**src/hdl/rle_block_decompressor_defines.svh**
```systemverilog
// ---------------------------------------------------------------------------
// RLE block decompressor assertion macros
// Shared concurrent assertion templates for the decompressor top level.
// ---------------------------------------------------------------------------
`ifndef RLE_BLOCK_DECOMPRESSOR_DEFINES_SVH
`define RLE_BLOCK_DECOMPRESSOR_DEFINES_SVH

// Same-cycle implication, disabled while reset is asserted
`define RBD_ASSERT_IMPLY(label, clk, rst_n, ante, cons) \
  label: assert property (@(posedge clk) disable iff (!rst_n) (ante) |-> (cons)) \
    else $error("rle_block_decompressor: same-cycle check failed");

// Next-cycle implication, disabled while reset is asserted
`define RBD_ASSERT_NEXT(label, clk, rst_n, ante, cons) \
  label: assert property (@(posedge clk) disable iff (!rst_n) (ante) |=> (cons)) \
    else $error("rle_block_decompressor: next-cycle check failed");

`endif

```
**src/hdl/rbd_pkg.sv**
```systemverilog
// ---------------------------------------------------------------------------
// RLE block decompressor package
// Types, codes and constants shared by the decompressor modules.
// ---------------------------------------------------------------------------
package rbd_pkg;

  // Header tags, little-endian byte order as they arrive
  localparam logic [31:0] TAG_COMPRESSED = 32'h4870_6D43;  // "CmpH"
  localparam logic [31:0] TAG_RAW        = 32'h4863_4E75;  // "uNcH"

  // Bit of a key word that marks a literal run
  localparam int unsigned LITERAL_BIT = 15;

  typedef enum logic [3:0] {
    PH_IDLE,
    PH_HEADER,
    PH_KEY_LO,
    PH_KEY_HI,
    PH_REPEAT,
    PH_LITERAL,
    PH_RAW,
    PH_DONE,
    PH_ERROR
  } phase_t;

  typedef enum logic [1:0] {
    ST_OK      = 2'd0,
    ST_BAD_TAG = 2'd1,
    ST_CLIPPED = 2'd2
  } status_t;

  typedef struct packed {
    logic [7:0]  run_value;
    logic [14:0] run_count;
    status_t     status;
    logic        last;
    logic [31:0] total_bytes;
  } rbd_result_t;

endpackage

```
**src/hdl/rbd_if.sv**
```systemverilog
// ---------------------------------------------------------------------------
// RLE block decompressor channels
// Valid/ready interfaces for the byte input and the run output.
// ---------------------------------------------------------------------------
interface rbd_in_if;
  logic       valid;
  logic       ready;
  logic [7:0] in_byte;
  logic       block_start;

  modport source (output valid, output in_byte, output block_start, input ready);
  modport sink   (input valid, input in_byte, input block_start, output ready);
endinterface

interface rbd_out_if;
  logic        valid;
  logic        ready;
  logic [7:0]  run_value;
  logic [14:0] run_count;
  logic [1:0]  status;
  logic        last;
  logic [31:0] total_bytes;

  modport source (output valid, output run_value, output run_count, output status,
                  output last, output total_bytes, input ready);
  modport sink   (input valid, input run_value, input run_count, input status,
                  input last, input total_bytes, output ready);
endinterface

```
**src/hdl/rbd_parser.sv**
```systemverilog
// ---------------------------------------------------------------------------
// RLE block decompressor parser
// Byte-serial header and key parser; one decision per accepted word.
// ---------------------------------------------------------------------------
module rbd_parser
  import rbd_pkg::*;
(
  input  logic        clk,
  input  logic        rst_n,
  input  logic        in_valid,
  input  logic [7:0]  in_byte,
  input  logic        block_start,
  input  logic        stage_ready,
  output logic        res_valid,
  output rbd_result_t res
);

  phase_t      phase_r, phase_nxt;
  logic [2:0]  hdr_cnt_r, hdr_cnt_nxt;
  logic [31:0] tag_r, tag_nxt;
  logic [31:0] full_size_r, full_size_nxt;
  logic [31:0] produced_r, produced_nxt;
  logic [15:0] key_r, key_nxt;
  logic [14:0] lit_left_r, lit_left_nxt;

  logic        accept;
  phase_t      eff_phase;
  logic [2:0]  eff_hdr_cnt;
  logic [31:0] eff_tag, eff_full, eff_prod;
  logic [15:0] eff_key;
  logic [14:0] eff_lit;

  logic        hdr_done;
  logic [31:0] full_fin;
  logic        size_zero;
  logic [15:0] key_full;
  logic [31:0] remaining;
  logic [31:0] rep_cnt_ext;
  logic        rep_clip;
  logic        rep_last;
  logic [14:0] rep_count;
  logic        unit_last;
  logic [14:0] lit_dec;
  logic [31:0] prod_inc;

  assign accept = in_valid && stage_ready;

  // Apply block start: the word is parsed against a freshly cleared state
  always_comb begin
    if (block_start) begin
      eff_phase   = PH_HEADER;
      eff_hdr_cnt = '0;
      eff_tag     = '0;
      eff_full    = '0;
      eff_prod    = '0;
      eff_key     = '0;
      eff_lit     = '0;
    end else begin
      eff_phase   = phase_r;
      eff_hdr_cnt = hdr_cnt_r;
      eff_tag     = tag_r;
      eff_full    = full_size_r;
      eff_prod    = produced_r;
      eff_key     = key_r;
      eff_lit     = lit_left_r;
    end
  end

  // Shared decode terms
  always_comb begin
    hdr_done    = (eff_hdr_cnt == 3'd7);
    full_fin    = {in_byte, eff_full[23:0]};
    size_zero   = (full_fin == '0);
    key_full    = {in_byte, eff_key[7:0]};
    remaining   = eff_full - eff_prod;
    rep_cnt_ext = {17'd0, eff_key[14:0]};
    rep_clip    = (rep_cnt_ext > remaining);
    rep_last    = (rep_cnt_ext >= remaining);
    rep_count   = rep_clip ? remaining[14:0] : eff_key[14:0];
    unit_last   = (remaining == 32'd1);
    lit_dec     = eff_lit - 15'd1;
    prod_inc    = eff_prod + 32'd1;
  end

  // Next phase
  always_comb begin
    phase_nxt = eff_phase;
    unique case (eff_phase)
      PH_HEADER: begin
        if (hdr_done) begin
          if (eff_tag == TAG_COMPRESSED) begin
            phase_nxt = size_zero ? PH_DONE : PH_KEY_LO;
          end else if (eff_tag == TAG_RAW) begin
            phase_nxt = size_zero ? PH_DONE : PH_RAW;
          end else begin
            phase_nxt = PH_ERROR;
          end
        end
      end
      PH_KEY_LO: phase_nxt = PH_KEY_HI;
      PH_KEY_HI: begin
        if (key_full[LITERAL_BIT]) begin
          phase_nxt = (key_full[14:0] != '0) ? PH_LITERAL : PH_KEY_LO;
        end else begin
          phase_nxt = (key_full != '0) ? PH_REPEAT : PH_KEY_LO;
        end
      end
      PH_REPEAT: phase_nxt = rep_last ? PH_DONE : PH_KEY_LO;
      PH_LITERAL: begin
        if (unit_last) begin
          phase_nxt = PH_DONE;
        end else if (lit_dec == '0) begin
          phase_nxt = PH_KEY_LO;
        end else begin
          phase_nxt = PH_LITERAL;
        end
      end
      PH_RAW: phase_nxt = unit_last ? PH_DONE : PH_RAW;
      default: phase_nxt = eff_phase;
    endcase
  end

  // Datapath updates and result word
  always_comb begin
    hdr_cnt_nxt   = eff_hdr_cnt;
    tag_nxt       = eff_tag;
    full_size_nxt = eff_full;
    produced_nxt  = eff_prod;
    key_nxt       = eff_key;
    lit_left_nxt  = eff_lit;
    res_valid     = 1'b0;
    res.run_value   = in_byte;
    res.run_count   = 15'd1;
    res.status      = ST_OK;
    res.last        = 1'b0;
    res.total_bytes = prod_inc;
    unique case (eff_phase)
      PH_HEADER: begin
        hdr_cnt_nxt = eff_hdr_cnt + 3'd1;
        if (!eff_hdr_cnt[2]) begin
          tag_nxt[8*eff_hdr_cnt[1:0] +: 8] = eff_tag[8*eff_hdr_cnt[1:0] +: 8] | in_byte;
        end else begin
          full_size_nxt[8*eff_hdr_cnt[1:0] +: 8] =
            eff_full[8*eff_hdr_cnt[1:0] +: 8] | in_byte;
        end
        res.run_value   = '0;
        res.run_count   = '0;
        res.last        = 1'b1;
        res.total_bytes = '0;
        if (hdr_done) begin
          if ((eff_tag != TAG_COMPRESSED) && (eff_tag != TAG_RAW)) begin
            res_valid  = 1'b1;
            res.status = ST_BAD_TAG;
          end else if (size_zero) begin
            res_valid  = 1'b1;
          end
        end
      end
      PH_KEY_LO: key_nxt = {8'd0, in_byte};
      PH_KEY_HI: begin
        key_nxt = key_full;
        if (key_full[LITERAL_BIT]) begin
          lit_left_nxt = key_full[14:0];
        end
      end
      PH_REPEAT: begin
        produced_nxt    = rep_clip ? eff_full : (eff_prod + rep_cnt_ext);
        res_valid       = 1'b1;
        res.run_count   = rep_count;
        res.status      = rep_clip ? ST_CLIPPED : ST_OK;
        res.last        = rep_last;
        res.total_bytes = produced_nxt;
      end
      PH_LITERAL: begin
        lit_left_nxt = lit_dec;
        produced_nxt = prod_inc;
        res_valid    = 1'b1;
        res.status   = (unit_last && (lit_dec != '0)) ? ST_CLIPPED : ST_OK;
        res.last     = unit_last;
      end
      PH_RAW: begin
        produced_nxt = prod_inc;
        res_valid    = 1'b1;
        res.last     = unit_last;
      end
      default: begin
        res_valid = 1'b0;
      end
    endcase
    res_valid = res_valid && accept;
  end

  // Advance parse state on each accepted word
  always_ff @(posedge clk) begin
    if (!rst_n) begin
      phase_r     <= PH_IDLE;
      hdr_cnt_r   <= '0;
      tag_r       <= '0;
      full_size_r <= '0;
      produced_r  <= '0;
      key_r       <= '0;
      lit_left_r  <= '0;
    end else if (accept) begin
      phase_r     <= phase_nxt;
      hdr_cnt_r   <= hdr_cnt_nxt;
      tag_r       <= tag_nxt;
      full_size_r <= full_size_nxt;
      produced_r  <= produced_nxt;
      key_r       <= key_nxt;
      lit_left_r  <= lit_left_nxt;
    end
  end

endmodule

```
**src/hdl/rbd_out_reg.sv**
```systemverilog
// ---------------------------------------------------------------------------
// RLE block decompressor output register
// Result register with a skid entry so the parser runs while the sink stalls.
// ---------------------------------------------------------------------------
module rbd_out_reg
  import rbd_pkg::*;
(
  input  logic        clk,
  input  logic        rst_n,
  input  logic        push_valid,
  input  rbd_result_t push_data,
  output logic        push_ready,
  output logic        out_valid,
  output rbd_result_t out_data,
  input  logic        out_ready
);

  logic        main_valid_r;
  rbd_result_t main_r;
  logic        skid_valid_r;
  rbd_result_t skid_r;
  logic        pop;

  assign push_ready = !skid_valid_r;
  assign pop        = main_valid_r && out_ready;
  assign out_valid  = main_valid_r;
  assign out_data   = main_r;

  // Hold a stalled word in the skid entry, drain it first
  always_ff @(posedge clk) begin
    if (!rst_n) begin
      main_valid_r <= 1'b0;
      skid_valid_r <= 1'b0;
    end else if (skid_valid_r) begin
      if (pop) begin
        main_valid_r <= 1'b1;
        skid_valid_r <= 1'b0;
      end
    end else if (push_valid) begin
      if (!main_valid_r || pop) begin
        main_valid_r <= 1'b1;
      end else begin
        skid_valid_r <= 1'b1;
      end
    end else if (pop) begin
      main_valid_r <= 1'b0;
    end
  end

  // Payload registers
  always_ff @(posedge clk) begin
    if (skid_valid_r) begin
      if (pop) begin
        main_r <= skid_r;
      end
    end else if (push_valid) begin
      if (!main_valid_r || pop) begin
        main_r <= push_data;
      end else begin
        skid_r <= push_data;
      end
    end
  end

endmodule

```
**src/hdl/rle_block_decompressor.sv**
```systemverilog
// ---------------------------------------------------------------------------
// RLE block decompressor
// Parses a stored block byte by byte and emits (value, count) runs.
// ---------------------------------------------------------------------------
// Usage:
//   in_ch carries one byte of the stored block per word; block_start marks
//   the first header byte and abandons any block in progress. The header is
//   a 4-byte tag and a little-endian 32-bit full size. A compressed tag
//   yields runs from 16-bit keys, a raw tag one run of one per byte, an
//   unknown tag one status word with status 1.
//   out_ch carries one run word per result; a downstream counter expands it.
//   A run is registered when the byte that ends it is accepted. Throughput:
//   one byte per cycle while in_ch.ready is high, set by the single parse
//   step between the parse-state registers and the output register.
//   Reset (rst_n low, synchronous) returns the parser to waiting for a block
//   start and empties the output register.
//   When the receiver stalls, one more word is taken into a skid entry and
//   then in_ch.ready drops until the word in the output register is taken.
// ---------------------------------------------------------------------------
`include "rle_block_decompressor_defines.svh"

module rle_block_decompressor
  import rbd_pkg::*;
(
  input  logic    clk,
  input  logic    rst_n,
  rbd_in_if.sink  in_ch,
  rbd_out_if.source out_ch
);

  logic        res_valid;
  rbd_result_t res;
  logic        stage_ready;
  logic        out_valid;
  rbd_result_t out_data;

  rbd_parser u_parser (
    .clk         (clk),
    .rst_n       (rst_n),
    .in_valid    (in_ch.valid),
    .in_byte     (in_ch.in_byte),
    .block_start (in_ch.block_start),
    .stage_ready (stage_ready),
    .res_valid   (res_valid),
    .res         (res)
  );

  rbd_out_reg u_out_reg (
    .clk        (clk),
    .rst_n      (rst_n),
    .push_valid (res_valid),
    .push_data  (res),
    .push_ready (stage_ready),
    .out_valid  (out_valid),
    .out_data   (out_data),
    .out_ready  (out_ch.ready)
  );

  // Drive the channels
  assign in_ch.ready        = stage_ready;
  assign out_ch.valid       = out_valid;
  assign out_ch.run_value   = out_data.run_value;
  assign out_ch.run_count   = out_data.run_count;
  assign out_ch.status      = out_data.status;
  assign out_ch.last        = out_data.last;
  assign out_ch.total_bytes = out_data.total_bytes;

  // A bad tag word is an empty, final word
  `RBD_ASSERT_IMPLY(a_bad_tag_empty, clk, rst_n,
    out_valid && (out_data.status == ST_BAD_TAG),
    out_data.last && (out_data.run_count == '0) && (out_data.total_bytes == '0))

  // A clipped run always ends the block
  `RBD_ASSERT_IMPLY(a_clip_is_last, clk, rst_n,
    out_valid && (out_data.status == ST_CLIPPED), out_data.last)

  // Only the final word of a block may carry an empty run
  `RBD_ASSERT_IMPLY(a_mid_run_nonzero, clk, rst_n,
    out_valid && !out_data.last, out_data.run_count != '0)

  // A stall with a full output register leaves the skid entry occupied
  `RBD_ASSERT_NEXT(a_skid_fill, clk, rst_n,
    res_valid && stage_ready && out_valid && !out_ch.ready, !stage_ready)

endmodule
```
**src/flat_wrapper.sv**
```systemverilog
// flat-port wrapper written by rule: the top's interface ports become plain ports
module rle_block_decompressor_flat import rbd_pkg::*;
  (clk, rst_n, in_ch_valid, in_ch_in_byte, in_ch_block_start, in_ch_ready, out_ch_valid, out_ch_run_value, out_ch_run_count, out_ch_status, out_ch_last, out_ch_total_bytes, out_ch_ready);
  rbd_in_if in_ch_i ();
  rbd_out_if out_ch_i ();
  input  logic clk;
  input  logic rst_n;
  input wire logic [$bits(in_ch_i.valid)-1:0] in_ch_valid;
  input wire logic [$bits(in_ch_i.in_byte)-1:0] in_ch_in_byte;
  input wire logic [$bits(in_ch_i.block_start)-1:0] in_ch_block_start;
  output wire logic [$bits(in_ch_i.ready)-1:0] in_ch_ready;
  output wire logic [$bits(out_ch_i.valid)-1:0] out_ch_valid;
  output wire logic [$bits(out_ch_i.run_value)-1:0] out_ch_run_value;
  output wire logic [$bits(out_ch_i.run_count)-1:0] out_ch_run_count;
  output wire logic [$bits(out_ch_i.status)-1:0] out_ch_status;
  output wire logic [$bits(out_ch_i.last)-1:0] out_ch_last;
  output wire logic [$bits(out_ch_i.total_bytes)-1:0] out_ch_total_bytes;
  input wire logic [$bits(out_ch_i.ready)-1:0] out_ch_ready;
  assign in_ch_i.valid = in_ch_valid;
  assign in_ch_i.in_byte = in_ch_in_byte;
  assign in_ch_i.block_start = in_ch_block_start;
  assign in_ch_ready = in_ch_i.ready;
  assign out_ch_valid = out_ch_i.valid;
  assign out_ch_run_value = out_ch_i.run_value;
  assign out_ch_run_count = out_ch_i.run_count;
  assign out_ch_status = out_ch_i.status;
  assign out_ch_last = out_ch_i.last;
  assign out_ch_total_bytes = out_ch_i.total_bytes;
  assign out_ch_i.ready = out_ch_ready;
  rle_block_decompressor u_core (.clk(clk), .rst_n(rst_n), .in_ch(in_ch_i), .out_ch(out_ch_i));
endmodule
```
**config.mk**
```make
export PLATFORM = sky130hd
export DESIGN_NAME = rle_block_decompressor_flat
export DESIGN_NICKNAME = d
export VERILOG_FILES = /design/src/hdl/rbd_pkg.sv /design/src/hdl/rbd_if.sv /design/src/hdl/rbd_parser.sv /design/src/hdl/rbd_out_reg.sv /design/src/hdl/rle_block_decompressor.sv /design/src/flat_wrapper.sv
export VERILOG_INCLUDE_DIRS = /design/src /design/src/hdl
export SDC_FILE = /design/constraint.sdc
export NUM_CORES = 1
export LEC_CHECK = 0
export BUFFER_PORTS_ARGS = -buffer_cell sky130_fd_sc_hd__buf_2
export CORE_MARGIN = 4
export CORE_UTILIZATION = 50
export CTS_BUF_LIST = sky130_fd_sc_hd__clkbuf_8
export CTS_CLUSTER_SIZE = 10
export DETAILED_ROUTE_END_ITERATION = 7
export GPL_TIMING_DRIVEN = 0
export PLACE_DENSITY = 0.66
export SLEW_MARGIN = 20
export SYNTH_ARGS = -nofsm -noshare
export SYNTH_HDL_FRONTEND = slang
export SYNTH_SLANG_ARGS = --single-unit
```
**constraint.sdc**
```tcl
create_clock -name clk -period 15.3 [get_ports clk]
set_input_delay 0.765 -clock clk [delete_from_list [all_inputs] [get_ports clk]]
set_output_delay 0.765 -clock clk [all_outputs]
set_load 0.05 [all_outputs]
```
==> results by group <==
Hold path
  • Hold path cells: 4
  • Worst Hold Class: input port to flip-flop

Timing
  • Worst setup margin: 4.56 ns
  • Pins Over Slew Limit: 0
  • RSZ-0062 raised after global routing: false
  • Sum Neg Setup Slack: 0 ns
  • Clk_skew: about 0.054 ns
  • Tcrit/Tclk final: 70.2%
  • Post-route minimum period: 10.74 ns
  • Slew headroom: 25.8%
  • Fmax: just over 90 MHz
  • Final setup violation count: 0
  • Final Hold Viols: 0
  • Worst slew pin tran: between 1 and 1.5 ns

Detailed routing
  • Vias per cell: 6.53
  • Via Count: 17700
  • WL final: about 72000 um
  • DRT antenna net count: 0
  • DR DRC count: 0
  • Pre-antenna DRT Iters: 8
  • Routed len/inst: 26.6 um
  • Drt initial violations: roughly 2400

Cells and area
  • P&R area growth vs syn: 10.4%
  • Commonest non-fill, non-tap cell in the layout: nand2_1
  • Final Net Count: between 2000 and 2500
  • Share of cells above drive strength 1: 11.3%
  • Commonest cells after routing, fill and taps aside: nand2_1, nor2_1, nor2b_1, dfxtp_1, edfxtp_1
  • # diodes: 0

Power and ir drop
  • Net Sw Frac: between 30% and 40%
  • P_sw: between 0.4 and 0.5 mW
  • Power consumption: 1.55 mW
  • Clock Power Share: 38.6%
  • Internal Power: 1.08 mW
  • Flop pwr share: 46.2%
  • VDD IR max: 0.0000841 V
  • Static Leak: about 7.6 nW
  • Comb pwr share: 15.2%
  • PwrDens: between 70 and 80 mW/mm^2

Synth
  • Number of flops mapped to enable cells by yosys: 116
  • Mean Syn Cell Area: 8.52 um^2
  • #FFs+latches synth: 251
  • Syn_nets: 2176
  • Synth Flop Type: dfxtp_1
  • Distinct cells, synth: 106
  • Ys Warns: 0
  • Cell area after technology mapping: 0.0179 mm^2
  • Sequential share of the synthesized area: about 35%
  • Async SR Flop Fraction: 0%
  • Cells after synthesis: 2100

Place
  • Placement Setup Slack: 4.38 ns
  • DP HPWL: 56000 um
  • Final GP Congestion: approximately 1
  • PortBufs: 71

CTS
  • Clock sink count: roughly 250
  • Htree depth: 2
  • Worst-path clk slew: 0.06 ns
  • CTS tree: built
  • Clock root buffer: clkbuf_8
  • Cts hold-fix bufs: 0
  • Post-CTS resize count: 0
  • Setup Fix Bufs, Post-CTS: 0
  • Clk_lat worst skew: around 0.65 ns
  • CTS Buf Count: 43
  • Clk buf depth: 3

Floorplan
  • Starting Density: 50.5%
  • Core Area: 0.0354 mm^2
  • Die Area: approximately 0.039 mm^2
  • Num rows: around 70
  • Chip Height: 197 um
  • I/O pin cnt: 73
  • Die W: 197 um

Setup path
  • Most frequent CP cell: clkbuf_1
  • Critical path peak fanout: 10
  • Worst EP arrival: approximately 11 ns
  • Crit end category: flip-flop
  • Critical Path RT: 15.65 ns
  • Slowest cell on the critical path: buf_1
  • R2R cell count: 19
  • Crit Path Category: input port to flip-flop
  • CP peak stage delay: slightly below 0.8 ns
  • Type of origin of the critical path: input port

Global routing
  • Largest net degree at the start of global routing: 49
  • Total gr overflow: 0
  • Initial antenna violation count: 0
  • Vias in the first global route: approximately 16000
  • Gr usage total: 35.8%
  • First-pass GRT wire length: 106000 um

Outcome
  • Run status: completed

Job
  • Max_cap viols: 0
kinds of logic after synthesis:
kind of cell / Yosys count / share of synthesized area (%)
DFF: 251 / 34.6
and+or+nand+nor: 828 / 23.5
buffers and inverters: 198 / 4.46
muxes: 79 / 5.76
xor gates and xnor gates: 93 / 4.55
adders and majority gates: 65 / 4.52
AOI/OAI and AO/OA: 586 / 22.6
metal layers:
metal | wire length (um) | global-route usage (%) | up-vias
met2 | 30300 | 52.7 | 1098
met3 | 7970 | 7.50 | 182
met4 | 3390 | 14.4 | 0
met5 | 0 | 0 | -
li1 | - | - | 7972
met1 | 30400 | 51.7 | 8470
area by class of cell:
cell class / instances / area (um^2)
flip-flops and latches: 251 / 6190
clock inverters: 30 / 170
plain buffers: 127 / 532
clock buffers: 47 / 647
inverters: 71 / 267
well taps: 461 / 577
repair buffers: 75 / 443
multi-input cells: 1651 / 10900
fillers: 3358 / 15600
power groups by stage:
stage,registers [mW],logic [mW],clock network [mW]
floorplan,0.736,0.145,0
detailed placement,0.729,0.226,0
CTS,0.715,0.227,0.602
global placement,0.729,0.224,0
global route,0.715,0.248,0.636
finish,0.715,0.235,0.598
cells in the mapped netlist (all sizes together) (9+ instances only):
| cell type | instances | area share [%] |
|---|---|---|
| clkbuf | 97 | 2.0 |
| o21ai | 118 | 3.3 |
| mux4 | 15 | 1.9 |
| o211a | 10 | 0.56 |
| a22oi | 86 | 3.6 |
| a211oi | 9 | 0.41 |
| o21a | 17 | 0.71 |
| or2 | 15 | 0.52 |
| nor2 | 156 | 3.3 |
| nor3 | 41 | 1.1 |
| xnor2 | 68 | 3.3 |
| inv | 71 | 1.5 |
| and2 | 30 | 1.1 |
| or3 | 10 | 0.35 |
| nand2b | 15 | 0.52 |
| nor4 | 25 | 0.99 |
| mux2i | 23 | 1.3 |
| xor2 | 25 | 1.2 |
| a21oi | 115 | 3.3 |
| a21o | 29 | 1.3 |
| o211ai | 18 | 0.78 |
| and3 | 33 | 1.2 |
| nor2b | 150 | 5.2 |
| dfxtp | 135 | 15 |
| a21boi | 9 | 0.38 |
| nand3 | 38 | 1.2 |
| mux2 | 41 | 2.6 |
| a221oi | 16 | 0.78 |
| nand4 | 22 | 0.85 |
| ha | 63 | 4.4 |
| edfxtp | 116 | 19 |
| nand2 | 254 | 5.3 |
| o31ai | 20 | 0.87 |
| buf | 30 | 0.93 |
| o22ai | 30 | 1.1 |
| a31oi | 19 | 0.70 |
final timing paths:
path | startpoint | endpoint | slack (ns)
worst max-delay path | in_ch_block_start | u_core.u_out_reg.out_data[2]$_DFFE_PP_ | 4.56
worst min-delay path | out_ch_ready | u_core.u_out_reg.skid_valid_r$_SDFF_PN0_ | 0.46
worst max register to register | u_core.u_parser.produced_r[0]$_SDFFE_PN0P_ | u_core.u_out_reg.out_data[40]$_DFFE_PP_ | 9.07
worst min register to register | u_core.u_parser.produced_r[26]$_SDFFE_PN0P_ | u_core.u_parser.produced_r[26]$_SDFFE_PN0P_ | 0.51
state kept, by name (all words and copies together) (netlist names):
| name | count |
|---|---|
| u_core.u_parser.produced_r | 32 |
| u_core.u_parser.lit_left_r | 15 |
| u_core.u_out_reg.out_valid | 1 |
| u_core.u_parser.hdr_cnt_r | 3 |
| u_core.u_out_reg.skid_r | 58 |
| u_core.u_parser.full_size_r | 32 |
| u_core.u_parser.tag_r | 32 |
| u_core.u_out_reg.skid_valid_r | 1 |
| u_core.u_out_reg.out_data | 58 |
| u_core.u_parser.key_r | 15 |
| u_core.u_parser.phase_r | 4 |
critical path, delay by kind of cell:
family	cells	cell delay (ns)
AO/OA/AOI/OAI	10	2.35
multiplexers	2	0.81
XOR/XNOR	1	0.33
adder cells (fa/ha/maj)	2	0.66
AND/OR/NAND/NOR	5	0.92
buffers and inverters	9	5.22
stage by stage:
stage          hold WS (ns)  utilization, %  instances  area [um^2]
3_5_place_dp          0.492            53.5       2636        18900
4_1_cts               0.440            55.8       2713        19800
6_report              0.456            55.8       2713        19800
2_1_floorplan         0.439               -       2100        17900
5_1_grt               0.476            55.8       2713        19800
3_3_place_gp          0.485            53.2       2632        18800
(Power assumes the default switching activity.)
